File: src/sv/tsin_pkg.sv
package tsin_pkg;

   // field widths
   localparam int ANGLE_W = 31;
   localparam int TOL_W   = 31;
   localparam int SINE_W  = 32;
   localparam int CNT_W   = 6;
   localparam int STAT_W  = 2;

   // internal Q.30 widths
   localparam int XW     = 42;
   localparam int MAG_W  = 32;
   localparam int TERM_W = 34;
   localparam int SQ_W   = 34;
   localparam int HALF_W = 17;
   localparam int PROD_W = 68;
   localparam int NUM_W  = 40;
   localparam int SUM_W  = 40;

   // reduction by 2*pi: one restoring step per power of two, 2^7 down to 2^0
   localparam int RED_STEPS = 8;
   localparam int SHIFT_W   = 3;

   localparam int MAX_TERMS_DEF = 16;

   localparam logic [XW-1:0] TWO_PI_Q30 = 42'd6746518852;
   localparam logic [XW-1:0] LIM_Q30    = 42'd3480633608;
   localparam logic signed [SUM_W-1:0] ONE_Q30 = 40'sd1073741824;
   localparam logic signed [ANGLE_W-1:0] LIMIT_Q20 = 31'sd1048576000;
   localparam logic [TOL_W-1:0] TOL_RESET = 31'd1074;

   // status codes
   localparam logic [STAT_W-1:0] STAT_OK    = 2'd0;
   localparam logic [STAT_W-1:0] STAT_RANGE = 2'd1;
   localparam logic [STAT_W-1:0] STAT_TOL   = 2'd2;

   typedef struct packed {
      logic                load;
      logic                eval;
      logic                reduce;
      logic [SHIFT_W-1:0]  shift;
      logic                fixup;
      logic                square;
      logic                check;
      logic                mul_lo;
      logic                mul_hi;
      logic                div_load;
      logic                div_step;
      logic                div_done;
      logic                emit;
   } tsin_cmd_type;

   typedef struct packed {
      logic err;
      logic go;
      logic out_free;
   } tsin_stat_type;

endpackage

File: src/sv/tsin_ctrl.sv
module tsin_ctrl import tsin_pkg::*; (
   input  logic          clock,
   input  logic          reset,
   input  logic          req_valid,
   output logic          req_stall,
   input  tsin_stat_type st,
   output tsin_cmd_type  cmd
);

   localparam int DIV_STEPS = NUM_W / 2;
   localparam int DC_W = $clog2(DIV_STEPS);
   localparam logic [DC_W-1:0] DIV_LAST = DC_W'(DIV_STEPS - 1);

   localparam logic [3:0] S_IDLE     = 4'd0;
   localparam logic [3:0] S_EVAL     = 4'd1;
   localparam logic [3:0] S_REDUCE   = 4'd2;
   localparam logic [3:0] S_FIXUP    = 4'd3;
   localparam logic [3:0] S_SQUARE   = 4'd4;
   localparam logic [3:0] S_CHECK    = 4'd5;
   localparam logic [3:0] S_MUL_LO   = 4'd6;
   localparam logic [3:0] S_MUL_HI   = 4'd7;
   localparam logic [3:0] S_DIV_LOAD = 4'd8;
   localparam logic [3:0] S_DIV      = 4'd9;
   localparam logic [3:0] S_DIV_END  = 4'd10;
   localparam logic [3:0] S_FINISH   = 4'd11;

   logic [3:0]         state_ff, state_in;
   logic [SHIFT_W-1:0] red_ff, red_in;
   logic [DC_W-1:0]    div_ff, div_in;

   assign req_stall = (state_ff != S_IDLE);

   // sequence one item through the datapath
   always_comb begin
      state_in = state_ff;
      red_in   = red_ff;
      div_in   = div_ff;
      cmd      = '0;
      cmd.shift = red_ff;
      case (state_ff)
         S_IDLE: begin
            if (req_valid) begin
               cmd.load = 1'b1;
               state_in = S_EVAL;
            end
         end
         S_EVAL: begin
            if (st.err) begin
               state_in = S_FINISH;
            end else begin
               cmd.eval = 1'b1;
               red_in   = SHIFT_W'(RED_STEPS - 1);
               state_in = S_REDUCE;
            end
         end
         S_REDUCE: begin
            cmd.reduce = 1'b1;
            if (red_ff == '0) state_in = S_FIXUP;
            else red_in = red_ff - 1'b1;
         end
         S_FIXUP: begin
            cmd.fixup = 1'b1;
            state_in  = S_SQUARE;
         end
         S_SQUARE: begin
            cmd.square = 1'b1;
            state_in   = S_CHECK;
         end
         S_CHECK: begin
            cmd.check = 1'b1;
            state_in  = st.go ? S_MUL_LO : S_FINISH;
         end
         S_MUL_LO: begin
            cmd.mul_lo = 1'b1;
            state_in   = S_MUL_HI;
         end
         S_MUL_HI: begin
            cmd.mul_hi = 1'b1;
            state_in   = S_DIV_LOAD;
         end
         S_DIV_LOAD: begin
            cmd.div_load = 1'b1;
            div_in       = '0;
            state_in     = S_DIV;
         end
         S_DIV: begin
            cmd.div_step = 1'b1;
            if (div_ff == DIV_LAST) state_in = S_DIV_END;
            else div_in = div_ff + 1'b1;
         end
         S_DIV_END: begin
            cmd.div_done = 1'b1;
            state_in     = S_CHECK;
         end
         S_FINISH: begin
            if (st.out_free) begin
               cmd.emit = 1'b1;
               state_in = S_IDLE;
            end
         end
         default: state_in = S_IDLE;
      endcase
   end

   always_ff @(posedge clock) begin
      if (reset) begin
         state_ff <= S_IDLE;
         red_ff   <= '0;
         div_ff   <= '0;
      end else begin
         state_ff <= state_in;
         red_ff   <= red_in;
         div_ff   <= div_in;
      end
   end

endmodule

File: src/sv/tsin_dp.sv
module tsin_dp import tsin_pkg::*; #(
   parameter int MAX_TERMS = MAX_TERMS_DEF
) (
   input  logic                        clock,
   input  logic                        reset,
   input  tsin_cmd_type                cmd,
   output tsin_stat_type               st,
   input  logic signed [ANGLE_W-1:0]   req_angle,
   input  logic                        csr_valid,
   input  logic [TOL_W-1:0]            csr_tolerance,
   output logic                        rsp_valid,
   input  logic                        rsp_stall,
   output logic signed [SINE_W-1:0]    rsp_sine_value,
   output logic [CNT_W-1:0]            rsp_terms_used,
   output logic [STAT_W-1:0]           rsp_status
);

   // divisor (2k+2)(2k+3) for the last term index k = MAX_TERMS-1
   localparam int DW = $clog2(2 * MAX_TERMS * (2 * MAX_TERMS + 1) + 1);

   logic [TOL_W-1:0]         tol_ff;
   logic signed [XW-1:0]     x_ff;
   logic [STAT_W-1:0]        err_ff;
   logic [XW-1:0]            r_ff;
   logic                     big_ff;
   logic                     neg_ff;
   logic [MAG_W-1:0]         mag_ff;
   logic [SQ_W-1:0]          sq_ff;
   logic [TERM_W-1:0]        term_ff;
   logic signed [SUM_W-1:0]  sum_ff;
   logic [CNT_W-1:0]         cnt_ff;
   logic [PROD_W-1:0]        acc_ff;
   logic [NUM_W-1:0]         num_ff;
   logic [DW-1:0]            rem_ff;
   logic                     rsp_valid_ff;
   logic signed [SINE_W-1:0] sine_ff;
   logic [CNT_W-1:0]         terms_ff;
   logic [STAT_W-1:0]        status_ff;

   logic [XW-1:0]            m;
   logic [XW-1:0]            sub;
   logic signed [XW-1:0]     red_s, red_v;
   logic [2*MAG_W-1:0]       sq_prod;
   logic [TERM_W+HALF_W-1:0] part_prod;
   logic [DW-1:0]            d;
   logic [2*CNT_W:0]         d_wide;
   logic [DW:0]              r1, r2;
   logic                     b1, b2;
   logic [DW-1:0]            r1s, r2s;
   logic [PROD_W-1:0]        rnd;
   logic signed [SUM_W-1:0]  sat;
   logic [STAT_W-1:0]        err_in;

   // classify the incoming request: zero tolerance, angle out of range, or ok
   always_comb begin
      if (tol_ff == '0) err_in = STAT_TOL;
      else if (req_angle >= LIMIT_Q20 || req_angle <= -LIMIT_Q20) err_in = STAT_RANGE;
      else err_in = STAT_OK;
   end

   assign m   = x_ff[XW-1] ? XW'(-x_ff) : XW'(x_ff);
   assign sub = TWO_PI_Q30 << cmd.shift;

   // fold back into the window around zero
   always_comb begin
      red_s = big_ff ? signed'(LIM_Q30 + XW'(1) + r_ff - TWO_PI_Q30) : signed'(m);
      red_v = x_ff[XW-1] ? -red_s : red_s;
   end

   assign sq_prod = mag_ff * mag_ff;

   // shared multiplier: term times the low or the high half of x^2
   assign part_prod = term_ff * (cmd.mul_hi ? sq_ff[SQ_W-1:HALF_W] : sq_ff[HALF_W-1:0]);

   // divisor for term index k
   assign d_wide = (2*CNT_W+1)'({cnt_ff, 1'b0} + 2'd2) * (2*CNT_W+1)'({cnt_ff, 1'b0} + 2'd3);
   assign d      = d_wide[DW-1:0];

   // two quotient bits per cycle
   always_comb begin
      r1  = {rem_ff, num_ff[NUM_W-1]};
      b1  = (r1 >= {1'b0, d});
      r1s = b1 ? DW'(r1 - {1'b0, d}) : DW'(r1);
      r2  = {r1s, num_ff[NUM_W-2]};
      b2  = (r2 >= {1'b0, d});
      r2s = b2 ? DW'(r2 - {1'b0, d}) : DW'(r2);
   end

   assign rnd = acc_ff + (PROD_W'(1) << 29);

   always_comb begin
      if (sum_ff > ONE_Q30) sat = ONE_Q30;
      else if (sum_ff < -ONE_Q30) sat = -ONE_Q30;
      else sat = sum_ff;
   end

   assign st.err      = (err_ff != STAT_OK);
   assign st.go       = (term_ff >= TERM_W'(tol_ff)) && (cnt_ff < CNT_W'(MAX_TERMS));
   assign st.out_free = !rsp_valid_ff || !rsp_stall;

   // tolerance register
   always_ff @(posedge clock) begin
      if (reset) tol_ff <= TOL_RESET;
      else if (csr_valid) tol_ff <= csr_tolerance;
   end

   // working registers
   always_ff @(posedge clock) begin
      if (cmd.load) begin
         x_ff   <= XW'(req_angle) <<< 10;
         err_ff <= err_in;
      end
      if (cmd.eval) begin
         r_ff   <= m - LIM_Q30 - XW'(1);
         big_ff <= (m > LIM_Q30);
      end
      if (cmd.reduce && r_ff >= sub) r_ff <= r_ff - sub;
      if (cmd.fixup) begin
         neg_ff <= red_v[XW-1];
         mag_ff <= red_v[XW-1] ? MAG_W'(-red_v) : MAG_W'(red_v);
      end
      if (cmd.square) begin
         sq_ff   <= SQ_W'((sq_prod + (2*MAG_W)'(1 << 29)) >> 30);
         term_ff <= TERM_W'(mag_ff);
         sum_ff  <= '0;
         cnt_ff  <= '0;
      end
      if (cmd.check && st.go) begin
         if (neg_ff ^ cnt_ff[0]) sum_ff <= sum_ff - SUM_W'(term_ff);
         else sum_ff <= sum_ff + SUM_W'(term_ff);
      end
      if (cmd.mul_lo) acc_ff <= PROD_W'(part_prod);
      if (cmd.mul_hi) acc_ff <= acc_ff + (PROD_W'(part_prod) << HALF_W);
      if (cmd.div_load) begin
         num_ff <= NUM_W'(rnd >> 30) + NUM_W'(d >> 1);
         rem_ff <= '0;
      end
      if (cmd.div_step) begin
         num_ff <= {num_ff[NUM_W-3:0], b1, b2};
         rem_ff <= r2s;
      end
      if (cmd.div_done) begin
         term_ff <= num_ff[TERM_W-1:0];
         cnt_ff  <= cnt_ff + 1'b1;
      end
   end

   // result register: hold until the beat is taken
   always_ff @(posedge clock) begin
      if (reset) rsp_valid_ff <= 1'b0;
      else if (cmd.emit) rsp_valid_ff <= 1'b1;
      else if (!rsp_stall) rsp_valid_ff <= 1'b0;
   end

   always_ff @(posedge clock) begin
      if (cmd.emit) begin
         status_ff <= err_ff;
         if (err_ff != STAT_OK) begin
            sine_ff  <= '0;
            terms_ff <= '0;
         end else begin
            sine_ff  <= SINE_W'(sat);
            terms_ff <= cnt_ff + 1'b1;
         end
      end
   end

   assign rsp_valid      = rsp_valid_ff;
   assign rsp_sine_value = sine_ff;
   assign rsp_terms_used = terms_ff;
   assign rsp_status     = status_ff;

endmodule

File: src/sv/taylor_sine_with_tolerance_core.sv
// Taylor-series sine. Each req_ beat carries a signed Q10.20 angle; each
// rsp_ beat returns the Q1.30 sine (saturated to +-1.0), the term count and
// a status code (angle magnitude 1000 or more, or a zero tolerance, rejects
// the item). One item is in flight at a time; a rejected item skips the series,
// and an accepted one makes one pass per series term (up to MAX_TERMS) through
// the shared multiplier, split into two 17-bit halves, and the two-bits-per-cycle
// divider. The result register lets the next angle enter while a result waits.
// The tolerance (unsigned Q1.30, reset 1074) must be written over the csr_ port
// only while the block is idle; the block itself does not enforce this.
module taylor_sine_with_tolerance_core import tsin_pkg::*; #(
   parameter int MAX_TERMS = MAX_TERMS_DEF
) (
   input  logic                      clock,
   input  logic                      reset,
   input  logic                      req_valid,
   output logic                      req_stall,
   input  logic signed [ANGLE_W-1:0] req_angle,
   output logic                      rsp_valid,
   input  logic                      rsp_stall,
   output logic signed [SINE_W-1:0]  rsp_sine_value,
   output logic [CNT_W-1:0]          rsp_terms_used,
   output logic [STAT_W-1:0]         rsp_status,
   input  logic                      csr_valid,
   output logic                      csr_ready,
   input  logic [TOL_W-1:0]          csr_tolerance
);

   tsin_cmd_type  cmd;
   tsin_stat_type st;

   // always take a register write
   assign csr_ready = 1'b1;

   tsin_ctrl u_ctrl (
      .clock     (clock),
      .reset     (reset),
      .req_valid (req_valid),
      .req_stall (req_stall),
      .st        (st),
      .cmd       (cmd)
   );

   tsin_dp #(
      .MAX_TERMS (MAX_TERMS)
   ) u_dp (
      .clock          (clock),
      .reset          (reset),
      .cmd            (cmd),
      .st             (st),
      .req_angle      (req_angle),
      .csr_valid      (csr_valid),
      .csr_tolerance  (csr_tolerance),
      .rsp_valid      (rsp_valid),
      .rsp_stall      (rsp_stall),
      .rsp_sine_value (rsp_sine_value),
      .rsp_terms_used (rsp_terms_used),
      .rsp_status     (rsp_status)
   );

endmodule
File: config.mk
export PLATFORM = sky130hd
export DESIGN_NAME = taylor_sine_with_tolerance_core
export DESIGN_NICKNAME = d
export VERILOG_FILES = /design/src/sv/tsin_pkg.sv /design/src/sv/tsin_ctrl.sv /design/src/sv/tsin_dp.sv /design/src/sv/taylor_sine_with_tolerance_core.sv
export SDC_FILE = /design/constraint.sdc
export NUM_CORES = 2
export LEC_CHECK = 0
export ABC_CLOCK_PERIOD_IN_PS = 22400
export BUFFER_PORTS_ARGS = -buffer_cell sky130_fd_sc_hd__buf_2
export CORE_ASPECT_RATIO = 0.8
export CORE_MARGIN = 2
export CORE_UTILIZATION = 35
export CTS_CLUSTER_SIZE = 30
export DETAILED_ROUTE_END_ITERATION = 10
export PLACE_DENSITY_LB_ADDON = 0.2
export SLEW_MARGIN = 5
export SYNTH_ARGS = -nofsm -noshare
export SYNTH_HDL_FRONTEND = slang
export SYNTH_SLANG_ARGS = --single-unit
File: constraint.sdc
create_clock -name clock -period 22.4 [get_ports clock]
set_clock_uncertainty 0.05 [all_clocks]
set_input_delay 1.12 -clock clock [delete_from_list [all_inputs] [get_ports clock]]
set_output_delay 1.12 -clock clock [all_outputs]
set_load 0.1 [all_outputs]
==> flow_summary.ini <==
[run_status]
status = finished, violations left
violations = design-rule violations

[grt]
overflow = 0
grt_pass1_wl_mm = 360
grt_max_degree = 71
grt_usage = 0.216
grt_pass1_vias = 58731
antenna_found_initial = 12

[drt]
ant_nets = 0
route.detailed.wl_per_inst_um = 21.0
vias = 56643
drc = 10
wirelength_mm = 232
drt_iter0_markers = 4647
first_pass_iters = 9
viasPerCell = 5.13

[finish]
final_layout_size_suffix_gt1_frac = 0.0487
nets = 10097
utilization = 0.377
seqCellArea_um2 = 11700
fillCellCount = 21445
multiInputGateArea_um2 = 55800
syn_to_final_growth_pct = 7.14

[worst_setup_path]
cp-start-kind = flop
r2r-start = u_ctrl.state_ff[2]$_SDFFE_PP0P_
reg2reg_to = u_dp.acc_ff[60]$_SDFFCE_PN0P_
slowest_delay_ns = 0.88
reg2reg_depth = 35
worst_setup_path_end_kind = flop
path_buf_inv = 6
required_ns = 22.74
crit_cells = 35
crit_path_start = u_ctrl.state_ff[2]$_SDFFE_PP0P_
cp_common_cell = fa_1
arrival_ns = 11.76
crit_fanout = 35
critPathSlowestCell = a211oi_1
critPathCapture = u_dp.acc_ff[60]$_SDFFCE_PN0P_
worstSetupPathType = reg -> reg
critPathTopFamily = adder cells
regToRegSetupSlack_ns = 10.98

[synthesis]
synthArstFlopShare = 0
ys_top_cells_by_area = fa_1, edfxtp_1, ha_1
ys_warn_count = 0
synthCells = 8252
post-synth-top-area-fraction = 0.321
yosysSeqAreaShare = 0.157
postSynthAreaPerCell_um2 = 9.04
yosys-top-cells-count = inv_1, fa_1, nand2_1
synth_seq_cells = 405
synth_area_um2 = 74600
ys.flop_type = edfxtp_1
netlist.top_cell.by_area = fa_1
synth_most_common_cell = inv_1
synth_fp_nets = 10172
synth_edf_count = 361
synth_cell_types = 107

[worst_hold_path]
worstHoldStart = u_dp.err_ff[1]$_SDFFCE_PN1P_
worstHoldPathCells = 0
hold_class = reg -> reg

[timing]
post-route-period-util = 0.510
worst_pin_slew_ns = 1.42
relSlewSlack = 0.0505
fin_setup_tns_ns = 0
rsz0062_at_grt = no
min_period_ns = 11.42
finalMaxSlewViolations = 0
finalSetupViolCount = 0
hold_violations = 0
fmax_mhz = 87.6

[floorplanning]
ios = 110
die-area_um2 = 217000
die_w_um = 520
coreArea_um2 = 212000
fp.dieH_um = 417
core.rowCount = 151
start_util = 0.352

[cts]
cts_max_level = 2
clk_path_buf_depth = 3
cts_tree = done
cts.sink_count = 405
cts_resized = 0
worstSkewPairLatency_ns = 0.66
post_cts_buffers = 0
root_buffer = clkbuf_16
cts_hold_buf = 0
path_clk_slew_ns = 0.06
cts_made_buffers = 46

[placement]
numPortBuffers = 108
post-dp-hpwl_mm = 177
gp_congestion = 0.942

[run]
maxCapViolations = 0
## flip-flops by register name, indices dropped and copies added, names as in the netlist, 4 cells and up
| name | flops |
|---|---|
| u_dp.sq_ff | 34 |
| u_dp.x_ff | 31 |
| u_ctrl.div_ff | 5 |
| u_dp.acc_ff | 51 |
| u_dp.sum_ff | 40 |
| u_dp.mag_ff | 30 |
| u_ctrl.state_ff | 4 |
| u_dp.term_ff | 34 |
| u_dp.rsp_sine_value | 32 |
| u_dp.num_ff | 40 |
| u_dp.tol_ff | 31 |
| u_dp.rem_ff | 11 |
| u_dp.cnt_ff | 6 |
| u_dp.r_ff | 40 |
| u_dp.rsp_terms_used | 6 |
## how the worst min path moves through the flow
stage                                   endpoint
detailed placement  u_dp.rsp_status[1]$_DFFE_PP_
floorplan           u_dp.rsp_status[0]$_DFFE_PP_
global route        u_dp.rsp_status[1]$_DFFE_PP_
global placement    u_dp.rsp_status[1]$_DFFE_PP_
finish              u_dp.rsp_status[1]$_DFFE_PP_
CTS                 u_dp.rsp_status[1]$_DFFE_PP_
## cells by family after synthesis
group	after synthesis	synth area share
compound gates	1119	0.0964
xor+xnor	436	0.0513
fa+ha+maj	1853	0.431
buf+inv	1897	0.0962
flops	405	0.157
mux	73	0.0100
other cells	1	0.0000503
simple gates	2468	0.158
## layout make-up
cell class / count / area share
Timing Repair Buffer: 229 / 0.0181
Multi-Input combinational cell: 5950 / 0.698
Sequential cell: 405 / 0.147
Antenna cell: 5 / 0.000157
Inverter: 1545 / 0.0726
Clock inverter: 30 / 0.00426
Tap cell: 2830 / 0.0443
Clock buffer: 56 / 0.0159
## cells in the final DEF (no fill, tap or decap), types with 15 or more instances in the layout
cell and count:
dfxtp_1 44, clkinv_1 15, nor4_1 47, edfxtp_1 361, ha_1 658, nand4_1 66
or3_1 28, nor3_1 92, xnor2_1 257, a211oi_1 35, nand2_1 1025, o21bai_1 31
or2_2 18, nor2_1 438, xor2_1 176, o31ai_1 38, o21a_1 46, buf_4 121
nand2b_1 55, clkbuf_16 48, a21o_1 156, nor2b_1 36, nand3_1 83, o21ai_0 249
a31oi_1 35, mux2i_1 58, buf_2 108, nor3b_1 17, o41ai_1 19, fa_1 1195
a21oi_1 319, o211ai_1 22, and3_1 41, inv_1 1536, and2_1 437
## per-stage QoR
stage               setup slack, ns  area [µm²]  cells  hold WS, ns
floorplan                     13.02       74600   8252        0.367
global placement              11.37       78300  10959        0.380
detailed placement            11.25       78300  10959        0.385
CTS                           11.17       79900  11045        0.399
global route                  10.35       79900  11045        0.420
finish                        10.98       79900  11050        0.398
## routing by layer
layer / part of all wire / GRT usage / up-vias
li1: - / - / 26159
met1: 0.47 / 0.322 / 28563
met2: 0.43 / 0.328 / 1690
met3: 0.068 / 0.0324 / 229
met4: 0.029 / 0.0523 / 2
met5: 0.000056 / 0 / -
Power is not shown: default switching activity piles up to over one toggle a cycle in this logic, so the estimate is an artifact.
